File: src/rwrs_pkg.sv
// Shared types and constants for the robust window reversion score block.
// No dependencies; imported by every module of the block.
`default_nettype none
package rwrs_pkg;

  localparam int unsigned MaxWin = 40;
  localparam int unsigned MinWin = 5;
  localparam int unsigned IdxW   = 6;

  localparam logic [31:0] LN2_Q32   = 32'd2977044472;
  localparam logic [16:0] MAD_K_Q16 = 17'd97164;
  localparam logic [49:0] SCALE_EPS = 50'd4398047;
  localparam logic signed [63:0] DEN_EPS = 64'sd4503;
  localparam logic [23:0] SCORE_MAX = 24'd327680;
  localparam logic [22:0] DEV_MAX   = 23'h7FFFFF;
  localparam logic signed [34:0] RET_SAT_P = 35'sd268435456;
  localparam logic signed [34:0] RET_SAT_N = -35'sd268435456;
  localparam logic [16:0] GATE_ONE  = 17'd65536;

  localparam logic [5:0]  WIN_RST = 6'd20;
  localparam logic [18:0] THR_RST = 19'd131072;

  // configuration register indexes
  localparam logic CFG_WIN = 1'b0;
  localparam logic CFG_THR = 1'b1;

  typedef struct packed {
    logic [5:0]  win;
    logic [18:0] thr;
  } cfg_t;

endpackage
`default_nettype wire

File: src/rwrs_queue.sv
// Two-entry queue of log prices between the log front end and the evaluator.
// Uses rwrs_pkg only for house consistency of types.
`default_nettype none
module rwrs_queue (
  input  wire         clk_i,
  input  wire         rst_ni,
  input  wire  [31:0] wdata_i,
  input  wire         wvalid_i,
  output logic        wready_o,
  output logic [31:0] rdata_o,
  output logic        rvalid_o,
  input  wire         rready_i
);
  import rwrs_pkg::*;

  logic [31:0] ent_q [2];
  logic        wp_q, rp_q;
  logic [1:0]  cnt_q;
  logic        push, pop;

  assign wready_o = (cnt_q != 2'd2);
  assign rvalid_o = (cnt_q != 2'd0);
  assign rdata_o  = ent_q[rp_q];
  assign push     = wvalid_i && wready_o;
  assign pop      = rvalid_o && rready_i;

  always_ff @(posedge clk_i or negedge rst_ni) begin
    if (!rst_ni) begin
      wp_q  <= 1'b0;
      rp_q  <= 1'b0;
      cnt_q <= 2'd0;
    end else begin
      if (push) wp_q <= ~wp_q;
      if (pop) rp_q <= ~rp_q;
      cnt_q <= cnt_q + {1'b0, push} - {1'b0, pop};
    end
  end

  always_ff @(posedge clk_i) begin
    if (push) ent_q[wp_q] <= wdata_i;
  end

endmodule
`default_nettype wire

File: config.mk
export PLATFORM = sky130hd
export DESIGN_NAME = rwrs_queue
export DESIGN_NICKNAME = d
export VERILOG_FILES = /design/src/rwrs_pkg.sv /design/src/rwrs_queue.sv
export SDC_FILE = /design/constraint.sdc
export NUM_CORES = 1
export LEC_CHECK = 0
export BUFFER_PORTS_ARGS = -buffer_cell sky130_fd_sc_hd__buf_4
export CORE_MARGIN = 10
export CORE_UTILIZATION = 51
export DETAILED_ROUTE_END_ITERATION = 6
export PLACE_DENSITY = 0.78
export SYNTH_ARGS = -nofsm -noshare
export SYNTH_HDL_FRONTEND = slang
export SYNTH_SLANG_ARGS = --single-unit
File: constraint.sdc
create_clock -name clk_i -period 2.9 [get_ports clk_i]
set_input_delay 0.58 -clock clk_i [delete_from_list [all_inputs] [get_ports clk_i]]
set_output_delay 0.58 -clock clk_i [all_outputs]
set_load 0.02 [all_outputs]
==> summary.md <==
The clock tree skew after final layout is 0.00788 ns. For the number of warnings issued by yosys, the log shows 0. The master of the slowest instance on the critical path is mux2_2. The initial antenna violation count is 0, and the post-synthesis area per instance is 21.5 sq um. The clock network is responsible for 21.2% of the overall power. The critical path is of the reg -> out type. The minimum period implied by the final worst setup slack is 2.18 ns.

TritonCTS built the clock tree. The share of post-route cells with drive strength above 1 works out to 58.7%. The cell count after synthesis came out at 117. Setup repair after global routing left no endpoint under its margin. Counting every sink on the clock net gives 68. Summed over all cells, the static leakage comes to 0.00126 uW. The clock passes through at most 2 buffers. The tools report the category of the worst setup path capture point as a primary output. The detailed router placed 1298 vias in this run.

After synthesis, the most frequently instantiated cells are edfxtp_1 (64), mux2_2 (32), dfrtp_1 (4). Gates resized during post-CTS repair numbered 0. The antenna cell count was 0. At the end of routability-driven placement, the weighted congestion stood at 0.655. The first global-routing pass estimated 7.75 mm of wire. The average detailed-routed wire length per instance came out at 18.0 um.

The clock-pin slew of the registers on the worst-case setup and hold paths came out at 0.06 ns. For this run, design rule violations remaining after detail routing come to 0. After synthesis, the largest area contributor takes up 76.3% of total cell area. Global routing used 12.4% of the available tracks across all layers. In the synthesized netlist the dominant register cell turns out to be edfxtp_1. Across the run, the number of max-cap violations was 0. The worst-case IR drop observed on VDD is 0.000581 V.

The post-CTS setup buffer count is 0. The CTS buffer count came out at 9. The final worst-path cycle share was 75.2%; the internal power of the cells was 2340 uW. In the post-synthesis netlist, the biggest area contributors are edfxtp_1 (76%), mux2_2 (14%), dfrtp_1 (4.0%).

The area added between synthesis and finish was 31.0%; the worst path setup slack after routing was 0.720 ns. The largest area contributor in the synthesized netlist is edfxtp_1. Max-slew violation count: 0. The largest fanout on the critical path works out to 33. The switching power was 1070 uW; the port buffer count was 69.

The detailed placer's ending HPWL was 3.36 mm. By instance count, the leading cell after synthesis is edfxtp_1. The run gives 2.32 ns as the data required time at the worst endpoint. The logs give 70.7% for the headroom to the max-slew limit and 3 for the count of H-tree levels built during CTS. Data on the critical path arrives at its endpoint at 1.60 ns.

Summed over all failing endpoints, the final setup total negative slack is 0 ns. The path type of the worst min-delay path was in -> async. The tools report the clock tree root buffer cell as clkbuf_8. The count of flip-flops with a built-in enable after synthesis came out at 64. After global routing the overflow that remains totals 0. The number of nets handed over by synthesis was 155.

The number of global-route vias before repair was 1527; the number of nets with antenna violations after routing was 0. After detailed routing, the total wire length is 4.82 mm. The clock reaches the later pin of the worst-skew pair after 0.32 ns. In this run, post-CTS hold repair placed 0 buffers. For this run, the post-layout net count is 234. Entering global routing, the biggest net connects 34 pins. For this design the ratio of total power to cell area is 1030 nW/um^2. Die outline height: 90.3 um. The DRC violation total after the first TritonRoute iteration came out at 69. Of the total power, the share spent switching nets is 31.3%. The logs give 1.05 ns for the minimum setup slack after placement and 15 for the post-synthesis cell type count.

Per report_power, the sequential group accounts for 41.4% of the total. The part of the total power dissipated in combinational logic is 37.4%, and the total number of placement rows is 25. The die covers 8150 sq um. For this run, the share of the core covered by cells in the final layout is 69.4%. The critical path startpoint category is a register. For the pin with the worst max-slew slack, the measured transition is 0.439 ns.

The run finished with clean final reports. After floorplanning, the core was sized to cover 4750 sq um. After synthesis the cells add up to 2520 sq um. Synthesis inferred 68 register bits. The first detailed-routing pass ran for 4 iterations. Pin placement for this block handled 70 I/O pins.

For the setup violation total in the final timing report, the log shows 0. The most common cell type on the critical path is buf_4. Static timing analysis puts the maximum clock frequency at 459 MHz.

Traced cell by cell, the critical path runs through buf_4 > mux2_2 > buf_4. In the routed layout, each cell is associated on average with a via count of 4.84. The largest single stage delay on the critical path is 0.40 ns. The final-report hold violation count was 0.

The chip width is 90.3 um. After synthesis, the share of flip-flops with an asynchronous set or reset is 5.88%. The sequential-to-total area share from yosys stat is 80.2%. Initial standard-cell utilization of the core: 53.0%.
==> critical path: cells and delay by family (launching register included) <==
| family | cells | cell delay [ns] |
|---|---|---|
| muxes | 1 | 0.40 |
| buffers and inverters | 2 | 0.54 |
| DFF | 1 | 0.33 |
==> through the flow <==
step | area [sq um] | std cells | power, uW | hold slack, ns
after global routing | 3300 | 268 | 3610 | 0.0200
after detailed placement | 3110 | 252 | 2730 | 0.380
after floorplan | 2520 | 117 | 2240 | 0.284
after CTS | 3300 | 268 | 3470 | 0.0240
after global placement | 3110 | 252 | 2690 | 0.376
final | 3300 | 268 | 3410 | 0.0402
==> cell usage in the layout (no fill, tap or decap) <==
cell | synthesis | routed
nand2b_1 | 1 | 1
and2_4 | 1 | 1
inv_1 | 1 | 1
nor2_4 | 0 | 1
nand2_1 | 1 | 1
ha_1 | 2 | 2
clkbuf_8 | 0 | 10
edfxtp_1 | 64 | 64
dfrtp_1 | 4 | 4
clkbuf_1 | 0 | 3
bufinv_16 | 0 | 1
or2_1 | 1 | 1
xnor2_1 | 3 | 3
clkinv_2 | 0 | 1
xor2_1 | 1 | 1
clkinv_1 | 0 | 1
and3_1 | 1 | 1
buf_4 | 0 | 72
mux2_2 | 32 | 32
==> power by group through the flow <==
stage	logic (uW)	registers, uW	clock network, uW
after global placement	1270	1420	0
after detailed placement	1300	1430	0
final	1280	1410	723
after global routing	1390	1430	794
after floorplan	832	1410	0
after CTS	1310	1420	746
==> cell families (layout without fill, tap and decap cells) <==
family                   Yosys count  count (layout)  synth area share (%)
adder cells (fa/ha/maj)            2               2                 0.993
buffers and inverters              5              89                  1.69
multiplexers                      32              32                  14.3
flip-flops                        68              68                  80.2
AND/OR/NAND/NOR                    6               6                  1.39
XOR/XNOR                           4               4                  1.39
==> layout make-up <==
| cell class | instances | area, sq um |
|---|---|---|
| Clock buffer | 13 | 149 |
| Clock inverter | 3 | 38.8 |
| Multi-Input combinational cell | 44 | 463 |
| Timing Repair Buffer | 72 | 541 |
| Fill cell | 356 | 1450 |
| Tap cell | 67 | 83.8 |
| Sequential cell | 68 | 2020 |
| Inverter | 1 | 3.75 |
==> worst paths after layout <==
path	startpoint	end	slack, ns	depth (start not counted)
setup reg to reg	cnt_q[1]$_DFF_PN0_	cnt_q[1]$_DFF_PN0_	1.14	7
max in group asynchronous	rst_ni	wp_q$_DFFE_PN0N_	2.75	1
hold / removal	rst_ni	cnt_q[1]$_DFF_PN0_	0.04	1
min in group clk_i	wdata_i[26]	ent_q[0][26]$_DFFE_PP_	0.44	1
hold reg to reg	wp_q$_DFFE_PN0N_	wp_q$_DFFE_PN0N_	0.55	1
setup / recovery	rp_q$_DFFE_PN0P_	rdata_o[14]	0.72	3
==> metal layers <==
layer / GRT usage, % / vias up / share of wire (%)
li1: - / 611 / -
met1: 13.3 / 624 / 40
met2: 20.8 / 57 / 52
met3: 5.57 / 6 / 7.2
met4: 4.77 / 0 / 0.95
met5: 0 / - / 0
==> state kept, by name (all words and copies together), names as in the netlist <==
name and cells:
cnt_q 2, ent_q 64, rp_q 1, wp_q 1
(Power assumes the default switching activity.)
