<file path="src/rwrs_pkg.sv">
// Shared types and constants for the robust window reversion score block.
// No dependencies; imported by every module of the block.
`default_nettype none
package rwrs_pkg;

  localparam int unsigned MaxWin = 40;
  localparam int unsigned MinWin = 5;
  localparam int unsigned IdxW   = 6;

  localparam logic [31:0] LN2_Q32   = 32'd2977044472;
  localparam logic [16:0] MAD_K_Q16 = 17'd97164;
  localparam logic [49:0] SCALE_EPS = 50'd4398047;
  localparam logic signed [63:0] DEN_EPS = 64'sd4503;
  localparam logic [23:0] SCORE_MAX = 24'd327680;
  localparam logic [22:0] DEV_MAX   = 23'h7FFFFF;
  localparam logic signed [34:0] RET_SAT_P = 35'sd268435456;
  localparam logic signed [34:0] RET_SAT_N = -35'sd268435456;
  localparam logic [16:0] GATE_ONE  = 17'd65536;

  localparam logic [5:0]  WIN_RST = 6'd20;
  localparam logic [18:0] THR_RST = 19'd131072;

  // configuration register indexes
  localparam logic CFG_WIN = 1'b0;
  localparam logic CFG_THR = 1'b1;

  typedef struct packed {
    logic [5:0]  win;
    logic [18:0] thr;
  } cfg_t;

endpackage
`default_nettype wire

</file>
<file path="src/rwrs_log.sv">
// Front end: accepts prices and converts each to a natural log in Q6.26.
// Uses rwrs_pkg; one squaring multiplier shared over the fraction bits.
`default_nettype none
module rwrs_log (
  input  wire         clk_i,
  input  wire         rst_ni,
  input  wire  [31:0] price_i,
  input  wire         in_valid_i,
  output logic        in_ready_o,
  output logic [31:0] lp_o,
  output logic        lp_valid_o,
  input  wire         lp_ready_i
);
  import rwrs_pkg::*;

  localparam logic [2:0] F_IDLE = 3'd0;
  localparam logic [2:0] F_NORM = 3'd1;
  localparam logic [2:0] F_SQ   = 3'd2;
  localparam logic [2:0] F_LN   = 3'd3;
  localparam logic [2:0] F_PUSH = 3'd4;

  logic [2:0]  st_q, st_d;
  logic [31:0] m_q, m_d;
  logic [4:0]  e_q, e_d;
  logic [25:0] frac_q, frac_d;
  logic [4:0]  i_q, i_d;
  logic [31:0] lp_q, lp_d;

  logic [63:0] sq;
  logic [32:0] t;
  logic [5:0]  ex;
  logic signed [32:0] l2;
  logic [32:0] mag;
  logic [63:0] prod;
  logic [31:0] r;

  always_comb begin
    sq   = {32'd0, m_q} * {32'd0, m_q};
    t    = sq[63:31];
    ex   = {1'b0, e_q} - 6'd8;
    l2   = {ex[5], ex, frac_q};
    mag  = l2[32] ? 33'(-l2) : 33'(l2);
    prod = {32'd0, mag[31:0]} * {32'd0, LN2_Q32} + 64'h8000_0000;
    r    = prod[63:32];
  end

  always_comb begin
    st_d   = st_q;
    m_d    = m_q;
    e_d    = e_q;
    frac_d = frac_q;
    i_d    = i_q;
    lp_d   = lp_q;
    case (st_q)
      F_IDLE: begin
        if (in_valid_i) begin
          m_d  = (price_i == 32'd0) ? 32'd1 : price_i;
          e_d  = 5'd31;
          st_d = F_NORM;
        end
      end
      F_NORM: begin
        if (m_q[31]) begin
          i_d    = 5'd0;
          frac_d = 26'd0;
          st_d   = F_SQ;
        end else begin
          m_d = {m_q[30:0], 1'b0};
          e_d = e_q - 5'd1;
        end
      end
      F_SQ: begin
        if (t[32]) begin
          frac_d = {frac_q[24:0], 1'b1};
          m_d    = t[32:1];
        end else begin
          frac_d = {frac_q[24:0], 1'b0};
          m_d    = t[31:0];
        end
        i_d = i_q + 5'd1;
        if (i_q == 5'd25) st_d = F_LN;
      end
      F_LN: begin
        lp_d = l2[32] ? (32'd0 - r) : r;
        st_d = F_PUSH;
      end
      F_PUSH: begin
        if (lp_ready_i) st_d = F_IDLE;
      end
      default: st_d = F_IDLE;
    endcase
  end

  always_ff @(posedge clk_i or negedge rst_ni) begin
    if (!rst_ni) begin
      st_q <= F_IDLE;
    end else begin
      st_q <= st_d;
    end
  end

  always_ff @(posedge clk_i) begin
    m_q    <= m_d;
    e_q    <= e_d;
    frac_q <= frac_d;
    i_q    <= i_d;
    lp_q   <= lp_d;
  end

  assign in_ready_o = (st_q == F_IDLE);
  assign lp_valid_o = (st_q == F_PUSH);
  assign lp_o       = lp_q;

endmodule
`default_nettype wire

</file>
<file path="config.mk">
export PLATFORM = sky130hd
export DESIGN_NAME = rwrs_log
export DESIGN_NICKNAME = d
export VERILOG_FILES = /design/src/rwrs_pkg.sv /design/src/rwrs_log.sv
export SDC_FILE = /design/constraint.sdc
export NUM_CORES = 2
export LEC_CHECK = 0
export CAP_MARGIN = 20
export CORE_ASPECT_RATIO = 1.75
export CORE_MARGIN = 3
export CORE_UTILIZATION = 50
export DETAILED_ROUTE_END_ITERATION = 8
export DONT_BUFFER_PORTS = 1
export PLACE_DENSITY = 0.65
export RECOVER_POWER = 25
export SYNTH_ARGS = -nofsm -noshare
export SYNTH_HDL_FRONTEND = slang
export SYNTH_SLANG_ARGS = --single-unit
</file>
<file path="constraint.sdc">
create_clock -name clk_i -period 14.5 [get_ports clk_i]
set_clock_uncertainty 0.1 [all_clocks]
set_input_delay 1.45 -clock clk_i [delete_from_list [all_inputs] [get_ports clk_i]]
set_output_delay 1.45 -clock clk_i [all_outputs]
set_load 0.02 [all_outputs]
</file>
==> results.ini <==
[worst_hold_path]
hp-class=flop to flop
whs_endpoint=m_q[26]$_DFFE_PP_
holdPathStages=2
holdCritStartpoint=m_q[25]$_DFFE_PP_

[setup_path]
cp_max_fo=11
crit_cells=36
r2r_start=frac_q[2]$_SDFFCE_PN0P_
worstPathArrival_ns=13.41
startpoint_type=flop
reg2reg_to=lp_o[29]$_DFFE_PP_
r2r_slack_ns=1.15
crit_path_max_incr_delay_ns=0.72
crit_type=flop to flop
cp.required_ns=14.56
cp_slowest_cell=a2111oi_1
crit_buf_inv=5
endpoint_kind=flop
worst_r2r_path_depth=36
cp_top_family=simple AND/OR/NAND/NOR gates
crit_path_frequent_cell=fa_1

[cts]
clk_latency_ns=0.41
post_cts_buffers=0
path_clk_slew_ns=0.09
root_buffer=clkbuf_16
clk_path_buf_depth=2
clock-sinks=103
numCtsBuffers=9
post_cts_resized=0
htree_levels=3
tritoncts=yes
cts_hold_buf=0

[die]
die_y_um=428
start_util=0.504
rows=154
ios=70
core_area_um2=101000
die_x_um=247
die_area_um2=106000

[yosys]
ys_seq_area_frac=0.0606
synth-edff-count=100
async_flop_share=0.0291
post_synth_instance_area_um2=50800
synth_nets=7142
synth_cells=5337
ys_types=87
synth_top_flop_cell=edfxtp_1
yosysWarnings=0
syn_avg_cell_area_um2=9.52
synth-seq-cells=103

[final_layout]
fin_util=0.524
final.fill_count=9335
layout_common_cells=inv_1 (1,435), fa_1 (1,116), ha_1 (652)
syn_to_final_growth_pct=4.01
final_area_um2=52900
final_layout_size_suffix_gt1_frac=0.0256
final_common_cell=inv_1
nNetsFinal=7083

[drt]
vias_per_cell=5.59
route.met3.wl_um=8840
wirelength_um=157000
wl_per_cell_um=23.7
drcViolationCount=0
highest_layer=met5
vias=37015
drt_pass1_iterations=5
ant_nets=0
met1_length_um=47400
drtIter0Drc=1869
wl_met2_um=84300

[grt]
grt_max_degree=65
antenna_found_initial=8
globalRoute.totalOverflow=0
grt_pass1_vias=42153
grt_pass1_wl_um=241000
grt_use_total=0.311

[timing]
period_needed_ns=13.35
rsz0062_at_grt=no
maxSlewViolCount=33
max_freq_mhz=74.9
fin_tns_setup_ns=0
relSlewSlack=-0.434
setup_viol=0
hold_viol=0
worst_slew_pin_slew_ns=2.15
finalCritPeriodShare=0.921

[run]
cap_viol_max_count=1

[placement]
port_buffers=0
hpwl_um=133000
dpl_cell_area_um2=52500
place_congestion=1.07

[status]
status=finished, violations left
violations=capacitance limit, slew limit

-- flip-flops by register name, indices dropped and copies added (netlist names) --
name / cells
st_q: 3
lp_o: 32
frac_q: 26
m_q: 32
i_q: 5
e_q: 5
-- per-layer routing --
metal,GRT usage,vias to the layer above
met5,0,-
met4,0.260,4
met3,0.0473,630
met2,0.585,1311
met1,0.293,18785
li1,-,16285
-- cells in the mapped netlist (14+ instances only) --
master    number  area, um2
a211oi_1      15        113
a21o_1       101        758
a21oi_1      148        741
a221oi_1      21        184
and2_1       221       1380
and3_1        17        106
clkbuf_1     142        533
edfxtp_1     100       3000
fa_1        1116      22300
ha_1         653       8170
inv_1       1435       5390
nand2_1      403       1510
nand2b_1      14       87.6
nand3_1       37        185
nand4_1       31        194
nor2_1       175        657
nor2b_1       17        106
nor3_1        34        170
nor4_1        20        125
o211ai_1      26        195
o21a_1        26        195
o21ai_0       88        440
o21ai_1       17       85.1
o21bai_1      15        113
o31ai_1       20        150
xnor2_1      167       1460
xor2_1        65        569
-- final cells by class --
class	instances	area, um2	share of cell area
Multi-Input combinational cell	3632	41700	0.790
Inverter	1450	5440	0.103
Timing Repair Buffer	82	601	0.0114
Antenna cell	11	27.5	0.000521
Clock buffer	9	225	0.00426
Sequential cell	103	3080	0.0582
Clock inverter	7	87.6	0.00166
Tap cell	1326	1660	0.0314
-- cell families after synthesis --
| logic type | after synthesis | share of synthesized area |
|---|---|---|
| XOR/XNOR | 232 | 0.0400 |
| AO/OA/AOI/OAI | 578 | 0.0770 |
| buffers and inverters | 1602 | 0.119 |
| AND/OR/NAND/NOR | 1041 | 0.101 |
| flip-flops | 103 | 0.0606 |
| adder cells (fa/ha/maj) | 1769 | 0.600 |
| multiplexers | 12 | 0.00254 |
-- worst max path at each step --
stage                       startpoint            endpoint  slack [ns]
5_1_grt        frac_q[2]$_SDFFCE_PN0P_  lp_o[29]$_DFFE_PP_        0.31
3_5_place_dp   frac_q[2]$_SDFFCE_PN0P_  lp_o[29]$_DFFE_PP_        0.76
3_3_place_gp   frac_q[2]$_SDFFCE_PN0P_  lp_o[29]$_DFFE_PP_        0.90
6_report       frac_q[2]$_SDFFCE_PN0P_  lp_o[29]$_DFFE_PP_        1.15
2_1_floorplan  frac_q[8]$_SDFFCE_PN0P_  lp_o[31]$_DFFE_PP_        2.85
4_1_cts        frac_q[2]$_SDFFCE_PN0P_  lp_o[29]$_DFFE_PP_        0.74
-- through the flow --
stage / worst slack (ns) / instances / hold WS, ns
6_report: 1.15 / 6620 / 0.497
3_5_place_dp: 0.758 / 6592 / 0.484
2_1_floorplan: 2.85 / 5337 / 0.462
3_3_place_gp: 0.897 / 6590 / 0.483
4_1_cts: 0.744 / 6608 / 0.505
5_1_grt: 0.309 / 6610 / 0.542
-- tightest hold or removal path, stage by stage, from the launching register on --
cell      delay, ns
edfxtp_1       0.36
a22oi_1        0.06
o21ai_0        0.08
Power is left out: the tool's default activity adds up to more than one toggle a clock period on the data nets, which glitch-free logic cannot reach.
